[src/hdl/spla_pkg.sv]
// Shared types, codes and defaults for the scan packet line assembler.
package spla_pkg;

  localparam int PACKET_BYTES_DEF      = 256;
  localparam int PIXEL_OFFSET_DEF      = 16;
  localparam int PIXELS_PER_PACKET_DEF = 216;
  localparam int BLOCKS_PER_LINE_DEF   = 8;
  localparam int MAX_SLOTS_DEF         = 4800;

  localparam logic [7:0]  HEADER_MARK = 8'h47;
  localparam logic [12:0] LIMIT_RESET = 13'd4800;

  // Header bytes inside a packet
  localparam int POS_HEADER = 4;
  localparam int POS_LINE_LO = 5;
  localparam int POS_LINE_MID = 6;
  localparam int POS_LINE_HI = 7;

  localparam int QUEUE_DEPTH = 4;
  localparam int QUEUE_AW    = $clog2(QUEUE_DEPTH);

  typedef enum logic [1:0] {
    CMD_PACKET    = 2'd0,
    CMD_READ      = 2'd1,
    CMD_NEW_FRAME = 2'd2,
    CMD_NOP       = 2'd3
  } cmd_t;

  // Per-item info passed from the front to the back
  typedef struct packed {
    logic        is_read;
    logic        committed;
    logic [19:0] scan_line;
    logic [12:0] slot_index;
    logic        frame_full;
  } meta_t;

  // Result item, last listed field in the lowest bits
  typedef struct packed {
    logic [7:0]  read_data;
    logic        frame_full;
    logic [12:0] slot_index;
    logic [19:0] scan_line;
    logic        line_committed;
  } result_t;

endpackage

[src/hdl/spla_back.sv]
// Back end: merges read data into result items and queues them for output.
module spla_back import spla_pkg::*; (
  input  logic        clk,
  input  logic        rst,
  input  logic        meta_valid,
  input  meta_t       meta,
  input  logic [7:0]  ram_rdata,
  output logic        space,
  output logic        out_valid,
  input  logic        out_ready,
  output result_t     out_result
);

  logic             stage_valid;
  meta_t            stage_meta;
  result_t          stage_result;
  result_t          queue [QUEUE_DEPTH];
  logic [QUEUE_AW-1:0] wr_ptr;
  logic [QUEUE_AW-1:0] rd_ptr;
  logic [QUEUE_AW:0]   count;
  logic             pop;

  // Room for every item already accepted upstream
  assign space = (32'(count) + 32'(stage_valid)) < QUEUE_DEPTH;

  assign stage_result.read_data      = stage_meta.is_read ? ram_rdata : 8'd0;
  assign stage_result.frame_full     = stage_meta.frame_full;
  assign stage_result.slot_index     = stage_meta.slot_index;
  assign stage_result.scan_line      = stage_meta.scan_line;
  assign stage_result.line_committed = stage_meta.committed;

  assign out_valid  = (count != '0);
  assign out_result = queue[rd_ptr];
  assign pop        = out_valid && out_ready;

  always_ff @(posedge clk) begin
    if (rst) begin
      stage_valid <= 1'b0;
    end else begin
      stage_valid <= meta_valid;
    end
  end

  always_ff @(posedge clk) begin
    if (meta_valid) begin
      stage_meta <= meta;
    end
    if (stage_valid) begin
      queue[wr_ptr] <= stage_result;
    end
  end

  always_ff @(posedge clk) begin
    if (rst) begin
      wr_ptr <= '0;
      rd_ptr <= '0;
      count  <= '0;
    end else begin
      if (stage_valid) begin
        wr_ptr <= wr_ptr + QUEUE_AW'(1);
      end
      if (pop) begin
        rd_ptr <= rd_ptr + QUEUE_AW'(1);
      end
      case ({stage_valid, pop})
        2'b10:   count <= count + (QUEUE_AW+1)'(1);
        2'b01:   count <= count - (QUEUE_AW+1)'(1);
        default: count <= count;
      endcase
    end
  end

  a_push_has_room: assert property (@(posedge clk) disable iff (rst)
    stage_valid |-> (32'(count) < QUEUE_DEPTH) || pop)
    else $error("result queue overflow");

  a_count_bound: assert property (@(posedge clk) disable iff (rst)
    32'(count) <= QUEUE_DEPTH)
    else $error("result queue count out of range");

endmodule

[config.mk]
export PLATFORM = sky130hd
export DESIGN_NAME = spla_back
export DESIGN_NICKNAME = d
export VERILOG_FILES = /design/src/hdl/spla_pkg.sv /design/src/hdl/spla_back.sv
export SDC_FILE = /design/constraint.sdc
export NUM_CORES = 1
export LEC_CHECK = 0
export BUFFER_PORTS_ARGS = -buffer_cell sky130_fd_sc_hd__buf_2
export CAP_MARGIN = 20
export CORE_ASPECT_RATIO = 1.75
export CORE_MARGIN = 5
export CORE_UTILIZATION = 55
export CTS_CLUSTER_DIAMETER = 50
export DETAILED_ROUTE_END_ITERATION = 6
export PLACE_DENSITY = 0.77
export SLEW_MARGIN = 25
export SYNTH_ARGS = -nofsm -noshare
export SYNTH_HDL_FRONTEND = slang
export SYNTH_SLANG_ARGS = --single-unit
[constraint.sdc]
create_clock -name clk -period 6 [get_ports clk]
set_input_delay 0.9 -clock clk [delete_from_list [all_inputs] [get_ports clk]]
set_output_delay 0.9 -clock clk [all_outputs]
set_load 0.01 [all_outputs]
-- After elaboration in Yosys (flattened, before gate mapping)
Memory sizes are Yosys's and may differ from the RTL's. A register that Yosys moved wholly into a read port is not among the register bits.
Cells that the tools add are included.
- register bits: 44
- RAM bits: 172
- output and inout bits: 45
- memories: 1
- memory list (memory ; words ; bits a word ; read ports ; clocked after memory_dff ; wr ports ; line ; RTL):
    queue ; 4 ; 43 ; 1 ; 1 ; 1 ; spla_back.sv:17 ; result_t queue [QUEUE_DEPTH];
- add/subtract/negate cells: 5
- order comparisons: 1
- eq/ne operators: 2
- muxes and demuxes: 6
- reduce and logical (&&, ||, !) cells: 3
- operator list (kind ; number):
    8-bit 2-to-1 mux ; 1
    3-bit case mux with 2 select lines ; 1
    2-bit by 1-bit adder with 2-bit output, second input constant ; 2
    3-bit by 1-bit adder with 4-bit output ; 1
    4-bit by 3-bit less-than comparator with 1-bit output, second input constant ; 1
    2-bit 2-to-1 mux ; 2
    3-bit by 1-bit adder with 3-bit output, second input constant ; 1
    3-bit nonzero test ; 1
    3-bit by 1-bit subtractor with 3-bit output, second input constant ; 1
    2-bit by 1-bit == test with 1-bit output, second input constant ; 1
    2-bit == test, second input constant ; 1
    1-bit 2-to-1 mux ; 2
    2-bit nonzero test ; 1
    1-bit logical AND ; 1

-- Logic depth before layout (Yosys ltp)
- depth in word-level cells: 4
- mapped depth: 8

-- Least setup slack after synthesis
OpenSTA, ideal clock, no wires.
- kind: in2reg
- from: in out_ready
- to: reg count[2]
- library setup time: 70 ps
- arrival time: 2200 ps
- data required time: 5930 ps
- slack: 3730 ps
- stages: 7
- cells stage by stage: o31a_1 -> ha_1 -> inv_1 -> fa_1 -> xor2_1 -> or3_1 -> a21oi_1
- longest elaborated chain between the ends: 3
- RTL lines (item ; line ; RTL):
    from (decl) ; spla_back.sv:10 ; input logic out_ready,
    1-bit logical AND * ; spla_back.sv:34 ; assign pop = out_valid && out_ready;
    2-bit by 1-bit == test with 1-bit output / 2-bit == test (equally long branches) ; spla_back.sv:65 ; case ({stage_valid, pop})
    3-bit case mux with 2 select lines / 2-bit nonzero test (equally long branches) ; -- ;
    to (signal assigned) ; spla_back.sv:66 ; 2'b10: count <= count + (QUEUE_AW+1)'(1);
    to (signal assigned) ; spla_back.sv:67 ; 2'b01: count <= count - (QUEUE_AW+1)'(1);
    to (signal assigned) ; spla_back.sv:68 ; default: count <= count;
    to (decl) ; spla_back.sv:20 ; logic [QUEUE_AW:0] count;
Mark *: on every way between the ends. The rest lies on a longest branch, timed or not.
A chain may end at the register's enable or synchronous reset.

==> reports/metrics.csv <==
metric,value,unit
ctsResizeCount,0,
synth_area,7870,sq um
timing.final.crit_share,0.5222,
cts_hold_buf,0,
rsz0062_at_grt,false,
firstDrtPassIters,4,
startpoint_type,flip-flop,
max_freq,0.3192,GHz
finalHoldViolCount,0,
antenna_found_initial,1,
mappedNetlistNets,374,
cts_tree,built,
setup_tns,0,ns
layout.nets,476,
post-cts-setup-buffers,0,
clock_sinks,218,
track_usage,0.1581,
crit_path_end_kind,primary output,
num_rows,58,
fin_util,0.6372,
detail-route-antenna-nets,0,
num_antenna_cells,0,
place_area,8463,sq um
worstReg2RegStart,count[0],
regToRegSetupSlack,4.03,ns
vias,3381,
grt_pass1_wl,20270,um
via_per_inst,5.515,
coreArea,14220,sq um
synthToLayoutAreaGrowth,15.17,%
grt_max_degree,44,
drc,0,
wirelength,12840,um
finalMaxSlewViolations,0,
critPathKind,flip-flop to primary output,
place_inst,582,
numCtsBuffers,18,
crit_arrival,2.23,ns
io_pins,93,
grt_overflow,0,
fin_area,9064,sq um
holdWs,0.4932,ns
finClkSkew,0.01464,ns
worstMarginPinSlew,0.9672,ns
clk_pin_slew,0.07,ns
hp-class,flip-flop to flip-flop,
period_minus_slack,3.133,ns
drt-initial-drc-count,172,
yosysTopAreaCellShare,0.7936,
avgSynthCellArea,24.59,sq um
drive_gt1_frac,0.3834,
die_y,168.2,um
gp_congestion,0.7086,
power_leakage,3.039,nW
crit_path_max_incr_delay,0.94,ns
die_area,16900,sq um
cp_cell_sequence,"mux4_2, buf_2",
outcome,"finished, final reports clean",
synth_cell_type_count,23,
setup_viol,0,
ir_drop,0.0002849,V
yosysWarnings,0,
maxCapViolCount,0,
whs_path_depth,0,
grt_pass1_vias,3749,
min_from,stage_meta[32],
initial_core_util,0.5533,
crit_slowest_cell,dfxtp_4,
yosysTopAreaCell,edfxtp_1,
cts_max_level,1,
clockBufferDepth,3,
wl_per_cell,20.95,um
cp.required,5.10,ns
stdcell_count,613,
fill_cells,1010,
critPathMaxFanout,43,
root_buffer,clkbuf_16,
power.density,388.2,nW/um^2
ys_ff_latch,218,
worstHoldEndpoint,queue[3][19],
relSlewSlack,0.3552,
reg2reg_to,count[2],
clock_latency,0.48,ns
synth-seq-area-share,0.8191,
numPortBuffers,92,
syn_inst,320,
dieWidth,100.4,um
worst_r2r_path_depth,7,
synthTopCellsByArea,"edfxtp_1 79%, mux4_2 11%, dfxtp_1 2.5%",
hpwl,7669,um
==> worst max path at each step <==
stage	start	end	slack, ns	depth (start not counted)
3_5_place_dp	flip-flop	out_result[19]	3.30	2
6_report	flip-flop	out_result[19]	2.87	2
4_1_cts	flip-flop	out_result[19]	2.78	2
3_3_place_gp	flip-flop	out_result[30]	3.32	2
2_1_floorplan	out_ready	count[2]	3.73	7
5_1_grt	flip-flop	out_result[38]	2.70	2
==> through the flow <==
| step | setup WS, ns | total power, mW |
|---|---|---|
| 6_report | 2.867 | 3.518 |
| 4_1_cts | 2.777 | 3.570 |
| 3_3_place_gp | 3.316 | 2.389 |
| 2_1_floorplan | 3.730 | 2.262 |
| 3_5_place_dp | 3.304 | 2.403 |
| 5_1_grt | 2.703 | 3.679 |
==> kinds of logic (layout without fill, tap and decap cells) <==
kind of cell,Yosys count,in the layout,synth area share
AOI/OAI and AO/OA,6,6,0.004929
xor gates and xnor gates,5,5,0.005565
adders and majority gates,6,6,0.01049
buffers and inverters,18,131,0.01844
DFF,218,218,0.8191
muxes,44,44,0.1258
and+or+nand+nor,23,23,0.01574
==> critical path: cells and delay by family (launching register included) <==
family,cells,cell delay [ns]
mux,1,0.65
flops,1,0.94
buf+inv,1,0.17
==> Yosys cell counts, drive strengths merged <==
cell type  count
nor2b          1
o311ai         1
clkbuf         3
or3            2
a21oi          2
mux4          43
ha             5
o21ai          1
xor2           3
buf            9
mux2i          1
and2          12
inv            6
xnor2          2
fa             1
nor2           8
o31a           1
edfxtp       208
a31oi          1
dfxtp         10
==> cells in the final DEF, fill, tap and decap left out, types with 2 or more instances in the layout <==
| cell type | synthesis | routed |
|---|---|---|
| and2_1 | 12 | 8 |
| xor2_1 | 3 | 3 |
| buf_2 | 4 | 92 |
| nor2_1 | 8 | 8 |
| edfxtp_1 | 208 | 208 |
| and2_4 | 0 | 2 |
| buf_4 | 0 | 2 |
| ha_1 | 5 | 5 |
| dfxtp_1 | 10 | 8 |
| clkbuf_8 | 0 | 2 |
| a21oi_1 | 2 | 2 |
| and2_2 | 0 | 2 |
| clkbuf_1 | 3 | 4 |
| dfxtp_4 | 0 | 2 |
| xnor2_1 | 2 | 2 |
| mux4_1 | 3 | 3 |
| bufinv_16 | 0 | 2 |
| or3_1 | 2 | 2 |
| inv_1 | 6 | 6 |
| clkinv_2 | 0 | 2 |
| mux4_2 | 40 | 40 |
| clkbuf_16 | 0 | 19 |
==> power breakdown <==
part	total (mW)	switching, mW	internal (mW)
combinational	0.476	0.191	0.285
sequential	1.88	0.130	1.75
clock	1.17	0.474	0.691
total	3.52	0.796	2.72
==> sequential cells by signal (all words and copies together) (netlist names), named ones only <==
register / flops
queue: 172
stage_meta: 36
stage_valid: 1
count: 3
rd_ptr: 2
wr_ptr: 2
==> routing by layer <==
metal / wire length, um / track usage / up-vias
met5: 7 / 0 / -
met4: 240 / 0.04868 / 2
met3: 866 / 0.03358 / 20
met2: 7230 / 0.2822 / 101
met1: 4499 / 0.1907 / 1741
li1: - / - / 1517
==> final cells by class <==
cell class	instances	area (sq um)	share of cell area
flip-flops and latches	218	6454	0.7120
multi-input cells	84	1286	0.1419
clock inverters	6	82.58	0.009111
repair buffers	94	475.5	0.05246
well taps	180	225.2	0.02485
inverters	6	22.52	0.002485
clock buffers	25	518.0	0.05715
(Power assumes the default switching activity.)
