===== config.mk =====
export PLATFORM = sky130hd
export DESIGN_NAME = spla_front
export DESIGN_NICKNAME = d
export VERILOG_FILES = /design/src/hdl/spla_pkg.sv /design/src/hdl/spla_front.sv
export SDC_FILE = /design/constraint.sdc
export NUM_CORES = 1
export LEC_CHECK = 0
export BUFFER_PORTS_ARGS = -buffer_cell sky130_fd_sc_hd__buf_2
export CORE_MARGIN = 2
export CORE_UTILIZATION = 55
export CTS_CLUSTER_DIAMETER = 80
export DETAILED_ROUTE_END_ITERATION = 7
export PLACE_DENSITY = 0.86
export SKIP_LAST_GASP = 1
export SYNTH_ARGS = -nofsm -noshare
export SYNTH_HDL_FRONTEND = slang
export SYNTH_SLANG_ARGS = --single-unit

===== constraint.sdc =====
create_clock -name clk -period 4.9 [get_ports clk]
set_input_delay 0.98 -clock clk [delete_from_list [all_inputs] [get_ports clk]]
set_output_delay 0.98 -clock clk [all_outputs]
set_load 0.005 [all_outputs]

===== src/hdl/spla_pkg.sv =====
// Shared types, codes and defaults for the scan packet line assembler.
package spla_pkg;

  localparam int PACKET_BYTES_DEF      = 256;
  localparam int PIXEL_OFFSET_DEF      = 16;
  localparam int PIXELS_PER_PACKET_DEF = 216;
  localparam int BLOCKS_PER_LINE_DEF   = 8;
  localparam int MAX_SLOTS_DEF         = 4800;

  localparam logic [7:0]  HEADER_MARK = 8'h47;
  localparam logic [12:0] LIMIT_RESET = 13'd4800;

  // Header bytes inside a packet
  localparam int POS_HEADER = 4;
  localparam int POS_LINE_LO = 5;
  localparam int POS_LINE_MID = 6;
  localparam int POS_LINE_HI = 7;

  localparam int QUEUE_DEPTH = 4;
  localparam int QUEUE_AW    = $clog2(QUEUE_DEPTH);

  typedef enum logic [1:0] {
    CMD_PACKET    = 2'd0,
    CMD_READ      = 2'd1,
    CMD_NEW_FRAME = 2'd2,
    CMD_NOP       = 2'd3
  } cmd_t;

  // Per-item info passed from the front to the back
  typedef struct packed {
    logic        is_read;
    logic        committed;
    logic [19:0] scan_line;
    logic [12:0] slot_index;
    logic        frame_full;
  } meta_t;

  // Result item, last listed field in the lowest bits
  typedef struct packed {
    logic [7:0]  read_data;
    logic        frame_full;
    logic [12:0] slot_index;
    logic [19:0] scan_line;
    logic        line_committed;
  } result_t;

endpackage


===== src/hdl/spla_front.sv =====
// Front end: accepts items, tracks packet position and header, drives line store.
module spla_front import spla_pkg::*; #(
  parameter int PACKET_BYTES      = PACKET_BYTES_DEF,
  parameter int PIXEL_OFFSET      = PIXEL_OFFSET_DEF,
  parameter int PIXELS_PER_PACKET = PIXELS_PER_PACKET_DEF,
  parameter int BLOCKS_PER_LINE   = BLOCKS_PER_LINE_DEF,
  parameter int MAX_SLOTS         = MAX_SLOTS_DEF,
  localparam int STORE_BYTES      = PIXELS_PER_PACKET * BLOCKS_PER_LINE,
  localparam int ADDR_W           = $clog2(STORE_BYTES),
  localparam int POS_W            = $clog2(PACKET_BYTES)
) (
  input  logic              clk,
  input  logic              rst,
  input  logic              cfg_we,
  input  logic [12:0]       cfg_wdata,
  input  logic              in_valid,
  output logic              in_ready,
  input  logic [1:0]        in_command,
  input  logic [7:0]        in_data,
  input  logic              in_capture,
  input  logic [10:0]       in_raddr,
  input  logic              space,
  output logic              ram_we,
  output logic [ADDR_W-1:0] ram_waddr,
  output logic [7:0]        ram_wdata,
  output logic [ADDR_W-1:0] ram_raddr,
  output logic              meta_valid,
  output meta_t             meta
);

  logic [12:0]       line_limit;
  logic [POS_W-1:0]  byte_position;
  logic              header_good;
  logic [19:0]       packet_line;
  logic [3:0]        packet_block;
  logic [ADDR_W-1:0] block_base;
  logic              first_block_seen;
  logic [12:0]       slot_count;
  logic              full_flag;
  logic              clearing;
  logic [ADDR_W-1:0] clr_addr;

  cmd_t        cmd;
  logic        accept;
  logic        block_valid;
  logic        last_byte;
  logic        pix_write;
  logic        commit;
  logic [12:0] slot_inc;
  logic        full_after;
  logic        read_ok;
  logic [31:0] wr_calc;
  logic [31:0] base_calc;

  assign cmd      = cmd_t'(in_command);
  assign in_ready = !clearing && space;
  assign accept   = in_valid && in_ready;

  assign block_valid = header_good && (packet_block >= 4'd1) &&
                       (32'(packet_block) <= 32'(BLOCKS_PER_LINE));
  assign last_byte   = (32'(byte_position) == 32'(PACKET_BYTES - 1));
  assign slot_inc    = slot_count + 13'd1;
  assign wr_calc     = 32'(block_base) + 32'(byte_position) - 32'(PIXEL_OFFSET);
  assign base_calc   = (32'(in_data[3:0]) - 32'd1) * 32'(PIXELS_PER_PACKET);

  always_comb begin
    pix_write  = 1'b0;
    commit     = 1'b0;
    full_after = full_flag;
    read_ok    = 1'b0;
    case (cmd)
      CMD_PACKET: begin
        pix_write = block_valid &&
                    (32'(byte_position) >= 32'(PIXEL_OFFSET)) &&
                    (32'(byte_position) < 32'(PIXEL_OFFSET + PIXELS_PER_PACKET));
        commit = last_byte && block_valid &&
                 (32'(packet_block) == 32'(BLOCKS_PER_LINE)) &&
                 first_block_seen && in_capture && !full_flag;
        if (commit) begin
          full_after = (slot_inc >= line_limit) || (32'(slot_inc) >= 32'(MAX_SLOTS));
        end
      end
      CMD_READ: begin
        read_ok = (32'(in_raddr) < 32'(STORE_BYTES));
      end
      CMD_NEW_FRAME: begin
        full_after = 1'b0;
      end
      default: begin
        full_after = full_flag;
      end
    endcase
  end

  // Clearing pass owns the write port after reset
  assign ram_we    = clearing || (accept && pix_write);
  assign ram_waddr = clearing ? clr_addr : wr_calc[ADDR_W-1:0];
  assign ram_wdata = clearing ? 8'd0 : in_data;
  assign ram_raddr = ADDR_W'(in_raddr);

  assign meta_valid       = accept;
  assign meta.is_read     = read_ok;
  assign meta.committed   = commit;
  assign meta.scan_line   = commit ? packet_line : 20'd0;
  assign meta.slot_index  = commit ? slot_count : 13'd0;
  assign meta.frame_full  = full_after;

  always_ff @(posedge clk) begin
    if (rst) begin
      clearing <= 1'b1;
      clr_addr <= '0;
    end else if (clearing) begin
      clr_addr <= clr_addr + ADDR_W'(1);
      if (32'(clr_addr) == 32'(STORE_BYTES - 1)) begin
        clearing <= 1'b0;
      end
    end
  end

  always_ff @(posedge clk) begin
    if (rst) begin
      line_limit <= LIMIT_RESET;
    end else if (cfg_we) begin
      line_limit <= cfg_wdata;
    end
  end

  always_ff @(posedge clk) begin
    if (rst) begin
      byte_position    <= '0;
      header_good      <= 1'b0;
      packet_line      <= '0;
      packet_block     <= '0;
      block_base       <= '0;
      first_block_seen <= 1'b0;
      slot_count       <= '0;
      full_flag        <= 1'b0;
    end else if (accept) begin
      full_flag <= full_after;
      if (cmd == CMD_NEW_FRAME) begin
        slot_count <= '0;
      end
      if (cmd == CMD_PACKET) begin
        if (32'(byte_position) == POS_HEADER) begin
          header_good <= (in_data == HEADER_MARK);
        end
        if (32'(byte_position) == POS_LINE_LO) begin
          packet_line[7:0] <= in_data;
        end
        if (32'(byte_position) == POS_LINE_MID) begin
          packet_line[15:8] <= in_data;
        end
        if (32'(byte_position) == POS_LINE_HI) begin
          packet_line[19:16] <= in_data[7:4];
          packet_block       <= in_data[3:0];
          block_base         <= base_calc[ADDR_W-1:0];
          if (header_good && in_data[3:0] == 4'd1) begin
            first_block_seen <= 1'b1;
          end
        end
        if (commit) begin
          slot_count <= slot_inc;
        end
        // Wrap at the packet end
        byte_position <= last_byte ? '0 : byte_position + POS_W'(1);
      end
    end
  end

  a_no_accept_while_clearing: assert property (@(posedge clk) disable iff (rst)
    clearing |-> !in_ready)
    else $error("item accepted during line store clear");

  a_commit_advances_slot: assert property (@(posedge clk) disable iff (rst)
    accept && commit |=> slot_count == $past(slot_inc))
    else $error("commit did not advance slot count");

  a_full_only_on_commit: assert property (@(posedge clk) disable iff (rst)
    $rose(full_flag) |-> $past(accept && commit))
    else $error("frame full set without a commit");

endmodule


======== After elaboration in Yosys (flattened, before gate mapping) ========
Cells that the tools add are included.
word-level totals
  register bits after elaboration ......... 81
  bits of input ports ..................... 40
  output and inout port bits .............. 69
  word-level logic and storage cells ...... 77
cells by class
  add/sub/neg operators ................... 6
  multiply operators ...................... 1
  magnitude comparators ................... 7
  equal/unequal tests ..................... 11
  mux-type cells .......................... 15
  reduce and logical (&&, ||, !) cells .... 24
operator list
  kind                                                                    count
  13-bit two-way mux                                                      4
  8-bit by 3-bit == test with 1-bit output (second input constant)        4
  32-bit by 5-bit multiplier with 8-bit output (second input constant)    1
  20-bit two-way mux                                                      1
  8-bit two-way mux                                                       2
  13-bit by 1-bit adder with 13-bit output (second input constant)        1
  13-bit >= comparator                                                    1
  13-bit >= comparator (second input constant)                            1
  1-bit logical AND                                                       13
  3-bit AND reduction                                                     4
  11-bit by 1-bit adder with 11-bit output (second input constant)        1
  11-bit by 8-bit adder with 11-bit output                                1
  11-bit == test (second input constant)                                  1
  11-bit less-than comparator (second input constant)                     1
  11-bit two-way mux                                                      1
  11-bit by 5-bit subtractor with 11-bit output (second input constant)   1
  8-bit by 1-bit adder with 8-bit output (second input constant)          1
  8-bit by 7-bit == test with 1-bit output (second input constant)        1
  8-bit == test (second input constant)                                   1
  8-bit by 5-bit >= comparator with 1-bit output (second input constant)  1
  8-bit less-than comparator (second input constant)                      1
  1-bit two-way mux                                                       6
  4-bit by 1-bit subtractor with 5-bit output (second input constant)     1
  4-bit by 1-bit == test with 1-bit output (second input constant)        1
  other kinds (11)                                                        13

======== Longest topological paths before layout ========
  word-level depth ........................ 11
  gate-level depth with buffers ........... 16
  depth with buffers taken out ............ 15

======== Least setup slack after synthesis ========
Ideal clock, no wire load.
  path kind ............................... in2reg
  start point ............................. input in_data[0]
  end point ............................... register block_base[10]
  setup time .............................. 0.116 ns
  arrival ................................. 3.782 ns
  required time ........................... 4.784 ns
  setup slack ............................. 1.002 ns
  stages .................................. 16
  path buffers ............................ 1
  path through ............................ clkbuf_1 inv_1 ha_1 xnor2_1 inv_1 ha_1 inv_1 fa_1 xnor2_1 xnor2_1 ha_1 inv_1 o21bai_1 a21oi_1 xnor2_1 a31o_2
on the way
  longest elaborated chain between the ends .. 2
ends and longest elaborated chain
  item                                          RTL line           text
  start: declaration                            spla_front.sv:19   input logic [7:0] in_data,
  4-bit by 1-bit subtractor with 5-bit output   spla_front.sv:64   assign base_calc = (32'(in_data[3:0]) - 32'd1) * 32'(PIXELS_PER_PACKET);
  32-bit by 5-bit multiplier with 8-bit output  spla_front.sv:64
  end signal: assignment                        spla_front.sv:156  block_base <= base_calc[ADDR_W-1:0];
  end: declaration                              spla_front.sv:36   logic [ADDR_W-1:0] block_base;
Every way passes these cells.
A chain may end at the register's enable or synchronous reset.

==> impl_results.md <==
* Post-Synth Simple-Gate Area at 23.8%
* Worst hold slack at 0.457 ns
* #FFs+latches synth at 81
* Switch Pwr at 0.356 mW
* Worst r2r src: slot_count[0]
* Port bufs at 96
* Final nets at 806
* Vias post-DR at 4787
* Vias in the first global route at 4542
* Largest family of logic cells by synthesized area: simple AND/OR/NAND/NOR gates
* Tightest Pin Transition at 0.787 ns
* Layout cell share with drive strength beyond 1 at 18.8%
* Adder-cell share of the synthesized area at 11.6%
* Sequential share of the synthesized area at 30.0%
* Worst Skew at 0.0106 ns
* Root buf cell: clkbuf_8
* GPL Wtd Cong at 0.926
* Crit end category: primary output
* Worst vdd ir at 176 uV
* TritonCTS buffer count at 9
* Core box area at 9640 um^2
* Residual DRC count at 0
* Critical path class: reg -> out
* Cell Area, Synth at 5400 um^2
* Clock sinks at 81
* Synth warn at 0
* H-tree depth at 3
* Slew Limit Headroom at 47.0%
* Seq. cell area at 1620 um^2
* Ports at 109
* Flop pwr share at 49.5%
* Mapped Avg Cell Area at 8.15 um^2
* Leakage at 2.68 nW
* Tmin final at 4.38 ns
* Area grow syn2layout at 10.9%
* Vias per cell at 5.59
* # rows at 36
* CP startpoint: slot_count[0]
* Syn Nets at 749
* Crit start category: flop
* Clock Latency Late Sink at 0.36 ns
* PD cells at 227 nW/um^2
* Outcome: complete, no violations
* CTS tree: done
* Ys async rst share at 0%
* Overall power at 1.36 mW
* Gr usage total at 24.5%
* Cts hold-fix bufs at 0
* Die area at 10600 um^2
* Setup TNS at 0 ns
* Netlist cell types at 63
* Fill cells at 853
* Routed WL at 12800 um
* Post-synthesis mux area share at 5.89%
* Worst-path clk slew at 0.07 ns
* Grt total ovfl at 0
* EDFF count, synth at 0
* Most common library cell in the layout ignoring fill and taps: buf_2
* Die Span Y at 103 um
* Most frequent cells in the layout: buf_2 (96), dfxtp_1 (81), nor2_1 (68)
* Pre-antenna DRT Iters at 6
* RSZ-0062 raised after global routing: no
* Post-DR wirelength/cell at 14.9 um
* Pins over their slew limit at 0
* Compound-gate portion of the synthesized area at 12.3%
* Post_cts resized at 0
* Min-delay src: packet_line[0]
* Final setup violation count at 0
* Initial Util at 56.0%
* Max_cap viols at 0
* Area of the multi-input gates at 3280 um^2
* HP Class: reg -> reg
* CP arrival at 3.40 ns
* Starting DRT DRC Count at 234
* Sw Share at 26.2%
* Crit share post-route at 89.5%
* Final Hold Viols at 0
* Post-CTS Setup Bufs at 0
* Diodes inserted at 0
* Primary FF master, synth: dfxtp_1
* Clock power frac at 35.7%
* Clock tree buffer depth at 2
* Pint at 1.00 mW
* Cell count after synthesis at 662
* Combinational Power Share at 14.8%
* Post-synthesis xor/xnor area fraction at 7.14%
* CP required at 3.92 ns
* CP max FO at 9
* Antenna violations before repair at 0
* Routed Antenna Nets at 0
* Max Freq at 228 MHz
* Hpwl dp at 9580 um
* Die width at 103 um
* Largest net degree at the start of global routing at 73
* First-pass GRT wire length at 20500 um
==> power groups by stage <==
stage / registers (mW) / clock network [mW] / logic, mW
floorplan: 0.686 / 0 / 0.153
global placement: 0.688 / 0 / 0.188
detailed placement: 0.689 / 0 / 0.202
CTS: 0.673 / 0.496 / 0.203
global route: 0.675 / 0.523 / 0.223
finish: 0.673 / 0.486 / 0.202
==> routing by layer <==
layer	up-vias	share of wire, %	global-route usage [%]
li1	2338	-	-
met5	-	0	0
met4	0	2.0	8.81
met2	162	51	43.7
met1	2267	41	29.2
met3	20	6.2	5.02
==> area by class of cell <==
class	count	area share, %
timing repair buffer	101	8.65
clock buffer	11	2.36
clock inverter	5	0.920
multi-input combinational	473	54.9
sequential	81	27.1
tap	133	2.78
inverter	53	3.32
==> flip-flops by register name, indices dropped and copies added, names as in the netlist <==
name	count
clr_addr	11
clearing	1
byte_position	8
first_block_seen	1
full_flag	1
line_limit	13
packet_block	4
packet_line	20
block_base	8
slot_count	13
header_good	1
==> critical path, cell delays in order, from the launching register on <==
cell and delay (ns):
dfxtp_1 0.44, ha_1 0.39, nand2_1 0.17, nor3_1 0.38, and3_1 0.22, xor2_1 0.24, ha_1 0.29, a21oi_1 0.22
o221ai_1 0.17, nand3_1 0.12, o311a_1 0.20, a211oi_2 0.07, buf_2 0.14
==> metrics by stage <==
stage / instance area, um^2 / utilization (%) / worst slack [ns] / instances
3_5_place_dp: 5790 / 60.1 / 0.723 / 841
2_1_floorplan: 5400 / - / 1.00 / 662
3_3_place_gp: 5790 / 60.1 / 1.00 / 841
6_report: 5990 / 62.1 / 0.515 / 857
4_1_cts: 5990 / 62.1 / 0.520 / 857
5_1_grt: 5990 / 62.1 / 0.131 / 857
==> synthesized netlist by cell type, drive strengths merged, types with 2 or more instances <==
master	n	area share, %
o21ai	17	1.6
nor2b	10	1.2
o311a	2	0.37
a22oi	11	1.5
inv	53	3.7
nor3	11	1.2
nand3b	2	0.28
a211oi	5	0.79
nor4b	2	0.32
mux2i	25	4.6
nor4	7	0.93
ha	42	9.7
o211ai	4	0.56
and2	35	4.1
mux2	6	1.3
fa	5	1.9
a21oi	35	3.2
nand4	12	1.4
dfxtp	81	30
buf	34	4.1
a41oi	2	0.32
nand2b	3	0.35
a21boi	2	0.28
and3	6	0.79
xor2	25	4.1
xnor2	19	3.1
nand3	29	3.0
o31ai	3	0.42
nand2	53	3.7
a21o	6	0.83
or3	4	0.46
nor3b	2	0.28
clkbuf	21	1.5
a211o	2	0.32
nor2	69	4.8
==> path summary, 6_finish.rpt <==
| kind | end | slack, ns | cells past startpoint |
|---|---|---|---|
| max | meta[0] | 0.52 | 12 |
| min | packet_line[0] | 0.46 | 2 |
| max reg2reg | full_flag | 1.87 | 11 |
| min reg2reg | packet_line[0] | 0.46 | 2 |
==> cells by family (layout without fill, tap and decap cells) <==
kind of cell | count (synthesis) | count (layout)
adders and majority gates | 47 | 47
DFF | 81 | 81
AOI/OAI and AO/OA | 100 | 100
buffers and inverters | 108 | 170
and+or+nand+nor | 251 | 251
xor gates and xnor gates | 44 | 44
muxes | 31 | 31
Note: power is estimated with default switching activity, not from simulation.
